[config.mk]
export PLATFORM = sky130hd
export DESIGN_NAME = z_function_engine
export DESIGN_NICKNAME = d
export VERILOG_FILES = /design/src/rtl/zfe_pkg.sv /design/src/rtl/zfe_char_mem.sv /design/src/rtl/zfe_z_mem.sv /design/src/rtl/z_function_engine.sv
export SDC_FILE = /design/constraint.sdc
export NUM_CORES = 2
export LEC_CHECK = 0
export ABC_AREA = 1
export BUFFER_PORTS_ARGS = -buffer_cell sky130_fd_sc_hd__buf_2
export CORE_UTILIZATION = 40
export CTS_CLUSTER_SIZE = 20
export DETAILED_ROUTE_END_ITERATION = 6
export GPL_TIMING_DRIVEN = 0
export REMOVE_ABC_BUFFERS = 1
export SLEW_MARGIN = 20
export SYNTH_ARGS = -nofsm -noshare
export SYNTH_HDL_FRONTEND = slang
export SYNTH_SLANG_ARGS = --single-unit
[constraint.sdc]
create_clock -name clk_i -period 8.4 [get_ports clk_i]
set_input_delay 2.52 -clock clk_i [delete_from_list [all_inputs] [get_ports clk_i]]
set_output_delay 2.52 -clock clk_i [all_outputs]
set_load 0.01 [all_outputs]
[src/rtl/zfe_pkg.sv]
// Shared beat types and field widths for the Z-function engine.
package zfe_pkg;

  localparam int unsigned CharW = 8;
  localparam int unsigned PosW  = 6;
  localparam int unsigned LenW  = 7;

  typedef struct packed {
    logic [CharW-1:0] char_in;
    logic             last_char;
  } zfe_in_t;

  typedef struct packed {
    logic [PosW-1:0] position;
    logic [LenW-1:0] match_length;
    logic            final_res;
    logic            overflow;
  } zfe_out_t;

endpackage

[src/rtl/zfe_char_mem.sv]
// Character store: one write port and two synchronous read ports.
module zfe_char_mem #(
  parameter int unsigned DEPTH = 64,
  parameter int unsigned AW    = 6
) (
  input  logic                  clk_i,
  input  logic                  we_i,
  input  logic [AW-1:0]         waddr_i,
  input  logic [zfe_pkg::CharW-1:0] wdata_i,
  input  logic [AW-1:0]         raddr_a_i,
  input  logic [AW-1:0]         raddr_b_i,
  output logic [zfe_pkg::CharW-1:0] rdata_a_o,
  output logic [zfe_pkg::CharW-1:0] rdata_b_o
);
  import zfe_pkg::*;

  logic [CharW-1:0] mem [DEPTH];

  always_ff @(posedge clk_i) begin
    if (we_i) begin
      mem[waddr_i] <= wdata_i;
    end
    rdata_a_o <= mem[raddr_a_i];
    rdata_b_o <= mem[raddr_b_i];
  end

endmodule

[src/rtl/zfe_z_mem.sv]
// Z-value store: one write port and one synchronous read port with enable.
module zfe_z_mem #(
  parameter int unsigned DEPTH = 64,
  parameter int unsigned AW    = 6,
  parameter int unsigned DW    = 7
) (
  input  logic          clk_i,
  input  logic          we_i,
  input  logic [AW-1:0] waddr_i,
  input  logic [DW-1:0] wdata_i,
  input  logic          re_i,
  input  logic [AW-1:0] raddr_i,
  output logic [DW-1:0] rdata_o
);

  logic [DW-1:0] mem [DEPTH];

  always_ff @(posedge clk_i) begin
    if (we_i) begin
      mem[waddr_i] <= wdata_i;
    end
    if (re_i) begin
      rdata_o <= mem[raddr_i];
    end
  end

endmodule

[src/rtl/z_function_engine.sv]
// Loading takes a character beat while start is high; busy stays low while loading.
// After the last character the Z pass visits each position in turn, doing one compare per
// matching character; matching compares total at most n over the whole pass.
// Emission gives one result per cycle, the first in the cycle after it starts; results
// cannot be stalled. Reset clears the control state only; both stores keep their contents.
module z_function_engine #(
  parameter int unsigned MAX_LEN = 64
) (
  input  logic              clk_i,
  input  logic              rst_ni,
  input  logic              start,
  input  zfe_pkg::zfe_in_t  in_i,
  output logic              busy,
  output logic              res_strobe_o,
  output zfe_pkg::zfe_out_t res_o
);
  import zfe_pkg::*;

  localparam int unsigned AW = (MAX_LEN > 1) ? $clog2(MAX_LEN) : 1;
  localparam int unsigned CW = $clog2(MAX_LEN + 1);

  typedef enum logic [2:0] {
    S_IDLE, S_CHECK, S_PREV, S_EXT, S_CMP, S_EMIT
  } state_e;

  state_e        state_q, state_d;
  logic [CW-1:0] cnt_q, cnt_d;
  logic          drop_q, drop_d;
  logic [CW-1:0] n_q, n_d;
  logic [AW-1:0] k_q, k_d;
  logic [CW-1:0] len_q, len_d;
  logic [AW-1:0] wl_q, wl_d;
  logic [CW-1:0] wr_q, wr_d;
  logic [AW-1:0] e_q, e_d;
  logic          out_vld_q, out_vld_d;
  logic [AW-1:0] out_pos_q, out_pos_d;
  logic          out_last_q, out_last_d;
  logic          out_ovf_q, out_ovf_d;

  logic             c_we;
  logic [AW-1:0]    c_waddr, c_raddr_a, c_raddr_b;
  logic [CharW-1:0] c_rdata_a, c_rdata_b;
  logic             z_we, z_re;
  logic [AW-1:0]    z_waddr, z_raddr;
  logic [CW-1:0]    z_wdata, z_rdata;

  logic [CW-1:0] k_ext, k_next, kl, kl1, len1, room, z_val;
  logic          adv, win_upd, stored;

  assign k_ext  = CW'(k_q);
  assign k_next = k_ext + CW'(1);
  assign kl     = k_ext + len_q;
  assign kl1    = kl + CW'(1);
  assign len1   = len_q + CW'(1);
  assign room   = wr_q - k_ext;
  assign stored = (cnt_q != CW'(MAX_LEN));

  always_comb begin
    state_d    = state_q;
    cnt_d      = cnt_q;
    drop_d     = drop_q;
    n_d        = n_q;
    k_d        = k_q;
    len_d      = len_q;
    wl_d       = wl_q;
    wr_d       = wr_q;
    e_d        = e_q;
    out_vld_d  = 1'b0;
    out_pos_d  = out_pos_q;
    out_last_d = out_last_q;
    out_ovf_d  = out_ovf_q;
    c_we       = 1'b0;
    c_waddr    = cnt_q[AW-1:0];
    c_raddr_a  = kl[AW-1:0];
    c_raddr_b  = len_q[AW-1:0];
    z_we       = 1'b0;
    z_re       = 1'b0;
    z_waddr    = k_q;
    z_wdata    = len_q;
    z_raddr    = k_q - wl_q;
    adv        = 1'b0;
    win_upd    = 1'b0;
    z_val      = len_q;

    unique case (state_q)
      S_IDLE: begin
        if (start) begin
          if (stored) begin
            c_we  = 1'b1;
            cnt_d = cnt_q + CW'(1);
          end else begin
            drop_d = 1'b1;
          end
          if (in_i.last_char) begin
            n_d = stored ? cnt_q + CW'(1) : cnt_q;
            // Position 0 always reports zero.
            z_we    = 1'b1;
            z_waddr = '0;
            z_wdata = '0;
            k_d     = AW'(1);
            wl_d    = '0;
            wr_d    = '0;
            e_d     = '0;
            state_d = (n_d == CW'(1)) ? S_EMIT : S_CHECK;
          end
        end
      end
      S_CHECK: begin
        if (k_ext < wr_q) begin
          z_re    = 1'b1;
          state_d = S_PREV;
        end else begin
          len_d   = '0;
          state_d = S_EXT;
        end
      end
      S_PREV: begin
        if (z_rdata < room) begin
          adv   = 1'b1;
          z_val = z_rdata;
        end else begin
          len_d   = room;
          state_d = S_EXT;
        end
      end
      S_EXT: begin
        if (kl < n_q) begin
          state_d = S_CMP;
        end else begin
          adv     = 1'b1;
          win_upd = 1'b1;
        end
      end
      S_CMP: begin
        if (c_rdata_a == c_rdata_b) begin
          if (kl1 < n_q) begin
            // Issue the next compare pair while this one retires.
            c_raddr_a = kl1[AW-1:0];
            c_raddr_b = len1[AW-1:0];
            len_d     = len1;
          end else begin
            adv     = 1'b1;
            win_upd = 1'b1;
            z_val   = len1;
          end
        end else begin
          adv     = 1'b1;
          win_upd = 1'b1;
        end
      end
      S_EMIT: begin
        z_re       = 1'b1;
        z_raddr    = e_q;
        out_vld_d  = 1'b1;
        out_pos_d  = e_q;
        out_last_d = (CW'(e_q) + CW'(1) == n_q);
        out_ovf_d  = drop_q;
        if (out_last_d) begin
          cnt_d   = '0;
          drop_d  = 1'b0;
          state_d = S_IDLE;
        end else begin
          e_d = e_q + AW'(1);
        end
      end
      default: begin
        state_d = S_IDLE;
      end
    endcase

    if (adv) begin
      z_we    = 1'b1;
      z_waddr = k_q;
      z_wdata = z_val;
      if (win_upd) begin
        wl_d = k_q;
        wr_d = k_ext + z_val;
      end
      k_d     = k_next[AW-1:0];
      e_d     = '0;
      state_d = (k_next == n_q) ? S_EMIT : S_CHECK;
    end
  end

  always_ff @(posedge clk_i or negedge rst_ni) begin
    if (!rst_ni) begin
      state_q    <= S_IDLE;
      cnt_q      <= '0;
      drop_q     <= 1'b0;
      n_q        <= '0;
      k_q        <= '0;
      len_q      <= '0;
      wl_q       <= '0;
      wr_q       <= '0;
      e_q        <= '0;
      out_vld_q  <= 1'b0;
      out_pos_q  <= '0;
      out_last_q <= 1'b0;
      out_ovf_q  <= 1'b0;
    end else begin
      state_q    <= state_d;
      cnt_q      <= cnt_d;
      drop_q     <= drop_d;
      n_q        <= n_d;
      k_q        <= k_d;
      len_q      <= len_d;
      wl_q       <= wl_d;
      wr_q       <= wr_d;
      e_q        <= e_d;
      out_vld_q  <= out_vld_d;
      out_pos_q  <= out_pos_d;
      out_last_q <= out_last_d;
      out_ovf_q  <= out_ovf_d;
    end
  end

  zfe_char_mem #(
    .DEPTH (MAX_LEN),
    .AW    (AW)
  ) u_char_mem (
    .clk_i     (clk_i),
    .we_i      (c_we),
    .waddr_i   (c_waddr),
    .wdata_i   (in_i.char_in),
    .raddr_a_i (c_raddr_a),
    .raddr_b_i (c_raddr_b),
    .rdata_a_o (c_rdata_a),
    .rdata_b_o (c_rdata_b)
  );

  zfe_z_mem #(
    .DEPTH (MAX_LEN),
    .AW    (AW),
    .DW    (CW)
  ) u_z_mem (
    .clk_i   (clk_i),
    .we_i    (z_we),
    .waddr_i (z_waddr),
    .wdata_i (z_wdata),
    .re_i    (z_re),
    .raddr_i (z_raddr),
    .rdata_o (z_rdata)
  );

  assign busy                = (state_q != S_IDLE);
  assign res_strobe_o        = out_vld_q;
  assign res_o.position      = PosW'(out_pos_q);
  assign res_o.match_length  = LenW'(z_rdata);
  assign res_o.final_res     = out_last_q;
  assign res_o.overflow      = out_ovf_q;

endmodule
==> impl_summary.log <==
[metrics] Net Sw Power: 12.65 mW
[metrics] Critical Path AT: 8.46 ns
[metrics] cell type with the highest aggregate area in the netlist: edfxtp_1
[metrics] Final Wtd Congestion: 0.9012
[metrics] gate count after technology mapping: 5,543
[metrics] Post-Synthesis Cell Area: 52,130 µm²
[metrics] drt first-iter violations: 5,133
[metrics] prevailing post-synth register cell: edfxtp_1
[metrics] post-DP HPWL: 99.49 mm
[metrics] leakage power summed over all cells: 23.06 nW
[metrics] internal power: 13.64 mW
[metrics] commonest cells after routing, fill and taps aside: nand3_1 (1,544), edfxtp_1 (967), nand2_1 (817)
[metrics] maximum cell stage delay along the critical path: 0.81 ns
[metrics] area of the core region: 129,300 µm²
[metrics] relative max-transition margin: 20.62%
[metrics] maximum clock rate: 0.1277 GHz
[metrics] synthesis-stage register bit count: 1,042
[metrics] largest fanout on the critical path: 99
[metrics] width of the chip: 363.0 µm
[metrics] kind of start point of the critical path: register
[metrics] TritonCTS clock tree: done
[metrics] post-DR vias/cell: 5.743
[metrics] setup slack of the critical path after layout: 0.5701 ns
[metrics] Distinct cells, synth: 47
[metrics] clock network power share: 19.5%
[metrics] crit share post-route: 93.21%
[metrics] Yosys warning count: 0
[metrics] share of synthesized registers carrying an async set or reset: 5.662%
[metrics] number of antenna violations at the first check in global routing: 1
[metrics] post-synthesis to final-layout area growth: 12.62%
[metrics] Setup Buffers After CTS: 0
[metrics] Final Critical Period: 7.830 ns
[metrics] top cells by area in the synthesized netlist: edfxtp_1 (56%), nand3_1 (15%), nand2_1 (5.9%)
[metrics] Design Power: 26.29 mW
[metrics] I/O pin cnt: 29
[metrics] row cnt: 132
[metrics] Die Outline Area: 131,800 µm²
[metrics] Initial Util: 40.31%
[metrics] proportion of power drawn by flip-flops and latches: 25.0%
[metrics] worst clock skew: 0.03691 ns
[metrics] DR DRC count: 0
[metrics] final net count: 5,461
[metrics] Root Driver: clkbuf_16
[metrics] share of the yosys chip area belonging to registers: 59.15%
[metrics] buffers added on ports: 28
[metrics] max-slew violation count: 0
[metrics] switching share of power: 48.13%
[metrics] area of placed instances: 54,910 µm²
[metrics] CP bufs+invs: 5
[metrics] clock-pin slew on the worst setup and hold paths: 0.07 ns
[metrics] Final Hold Fails: 0
[metrics] most common cell after layout, fill and taps aside: nand3_1
[metrics] post-CTS resize count: 0
[metrics] proportion of layout cells with a drive suffix above 1: 6.448%
[metrics] fraction of power consumed by combinational cells: 55.5%
[metrics] count of flip-flops with a built-in enable after synthesis: 967
[metrics] CTS H-tree lvls: 3
[metrics] Routed WL per cell: 22.87 µm
[metrics] Worst path top cell family by delay: simple AND/OR/NAND/NOR gates
[metrics] status: complete, no violations
[metrics] power per standard cell area: 447.8 nW/µm²
[metrics] vias after detailed routing: 41.54k
[metrics] total CTS buffers: 107
[metrics] global-route usage over all layers: 24.55%
[metrics] Filler Cells Inserted: 12.02k
[metrics] Avg Synthesized Cell Area: 9.405 µm²
[metrics] setup repair after global routing missed its margin: false
[metrics] worst setup timing slack at the placement stage: 0.9443 ns
[metrics] maximum VDD drop: 0.0004770 V
[metrics] antenna violation net count after detailed routing: 0
[metrics] Setup crit end kind: register
[metrics] share of Yosys cell area claimed by the top area cell type: 55.70%
[metrics] maximum number of pins on one net before global-route repair: 121
[metrics] type of the tightest min-delay check: reg2reg
[metrics] y dimension of the die: 363.0 µm
[metrics] Finish-stage setup viols: 0
[metrics] slew at the pin with the worst max-slew slack: 1.183 ns
[metrics] Critical-path top delay cell: inv_1
[metrics] first-pass GRT wire length: 245.6 mm
[metrics] clock latency on the worst-skew pair: 0.75 ns
[metrics] number of buffers added to fix hold violations after cts: 0
[metrics] number of maximum-capacitance violations: 0
[metrics] Num Clock Sinks: 1,042
[metrics] required time of the critical path: 9.03 ns
[metrics] global route overflow: 0
[metrics] maximum clock insertion buffer count: 3
[metrics] total wirelength of the detailed-routed design: 165.4 mm
[metrics] First-pass DRT Iterations: 6
[metrics] category of the most critical setup path: reg2reg
[metrics] number of global-route vias before repair: 39.47k
[metrics] fin area: 58,710 µm²
power groups by stage:
stage	registers (mW)	clock network, mW	logic [mW]
finish	6.57	5.12	14.6
global route	6.59	5.36	15.6
CTS	6.57	5.16	14.3
detailed placement	6.68	0	14.2
global placement	6.82	0	12.6
floorplan	6.66	0	8.31
cells by family (layout without fill, tap and decap cells):
family                     Yosys count  in the layout  share of synthesized area, %
AOI/OAI and AO/OA                  510            510                         5.859
xor gates and xnor gates            44             44                        0.7536
adders and majority gates           52             52                         1.306
buffers and inverters             1102           1049                         8.799
DFF                               1042           1042                         59.15
other                                0              1                             0
and+or+nand+nor                   2793           2793                         24.14
worst register-to-register path: cells and delay by family (launching register included):
family / cells / cell delay, ns
DFF: 1 / 0.61
xor gates and xnor gates: 2 / 0.45
AOI/OAI and AO/OA: 4 / 0.70
and+or+nand+nor: 15 / 2.64
buffers and inverters: 5 / 2.29
adders and majority gates: 3 / 1.06
per-stage QoR:
stage               instances  TNS [ns]  hold WS [ns]  util, %
global placement         6943  -1298.86        0.4557    40.68
CTS                      7232         0        0.4812    45.38
detailed placement       7030         0        0.4640    42.46
finish                   7233         0        0.4753    45.40
floorplan                5173    -54.31        0.4727        -
global route             7232         0        0.5256    45.40
registers in the layout, summed over array words and instances, names as in the netlist:
register,cells
cnt_q,7
drop_q,1
e_q,6
k_q,6
len_q,7
n_q,7
out_last_q,1
out_ovf_q,1
out_pos_q,6
res_strobe_o,1
state_q,3
u_char_mem.mem,512
u_char_mem.rdata_a_o,8
u_char_mem.rdata_b_o,8
u_z_mem.mem,448
u_z_mem.rdata_o,7
wl_q,6
wr_q,7
path summary, 6_finish.rpt:
| check | endpoint | slack [ns] | startpoint | cells after the start |
|---|---|---|---|---|
| worst max-delay path | u_char_mem.rdata_b_o[3] | 0.57 | k_q[0] | 29 |
| worst min-delay path | out_pos_q[1] | 0.48 | out_pos_q[1] | 2 |
| worst max register to register | u_char_mem.rdata_b_o[3] | 0.57 | k_q[0] | 29 |
| worst min register to register | out_pos_q[1] | 0.48 | out_pos_q[1] | 2 |
| max in group asynchronous | len_q[3] | 6.26 | rst_ni | 2 |
| min in group asynchronous | out_pos_q[4] | 1.63 | rst_ni | 1 |
layer usage:
metal | up-vias | global-route usage (%) | share of wire (%)
met2 | 2287 | 39.13 | 46
met4 | 2 | 13.21 | 5.5
met1 | 19940 | 31.96 | 40
met5 | - | 0 | 0.0067
met3 | 498 | 4.119 | 8.9
li1 | 18810 | - | -
synthesized netlist by cell type, types with 3 or more instances:
cell and instances:
nand3_1 1544, edfxtp_1 967, nand2_1 820, inv_1 713
nor2_1 372, o21ai_0 287, buf_2 190, clkbuf_1 122
o221ai_1 81, dfrtp_1 59, ha_1 48, o22ai_1 44
a21oi_1 38, o211ai_1 35, xor2_1 33, buf_1 20
buf_6 20, nor3_1 18, buf_4 16, dfxtp_1 16
inv_2 16, nand4_1 13, xnor2_1 10, nand2_2 7
o21ai_1 6, nor2_2 5, a31oi_1 4, fa_1 4
nor3_2 4, o21a_1 4, a211oi_1 3, clkinv_1 3
nor2_4 3
area by class of cell:
type	instances	area, µm²	area share (%)
Inverter	732	2778	4.731
Tap cell	1742	2180	3.712
Sequential cell	1042	30830	52.52
Clock inverter	66	929.6	1.583
Antenna cell	1	2.502	0.004262
Clock buffer	136	2849	4.852
Multi-Input combinational cell	3399	17050	29.04
Timing Repair Buffer	115	2092	3.563
Note: power is estimated with default switching activity, not from simulation.
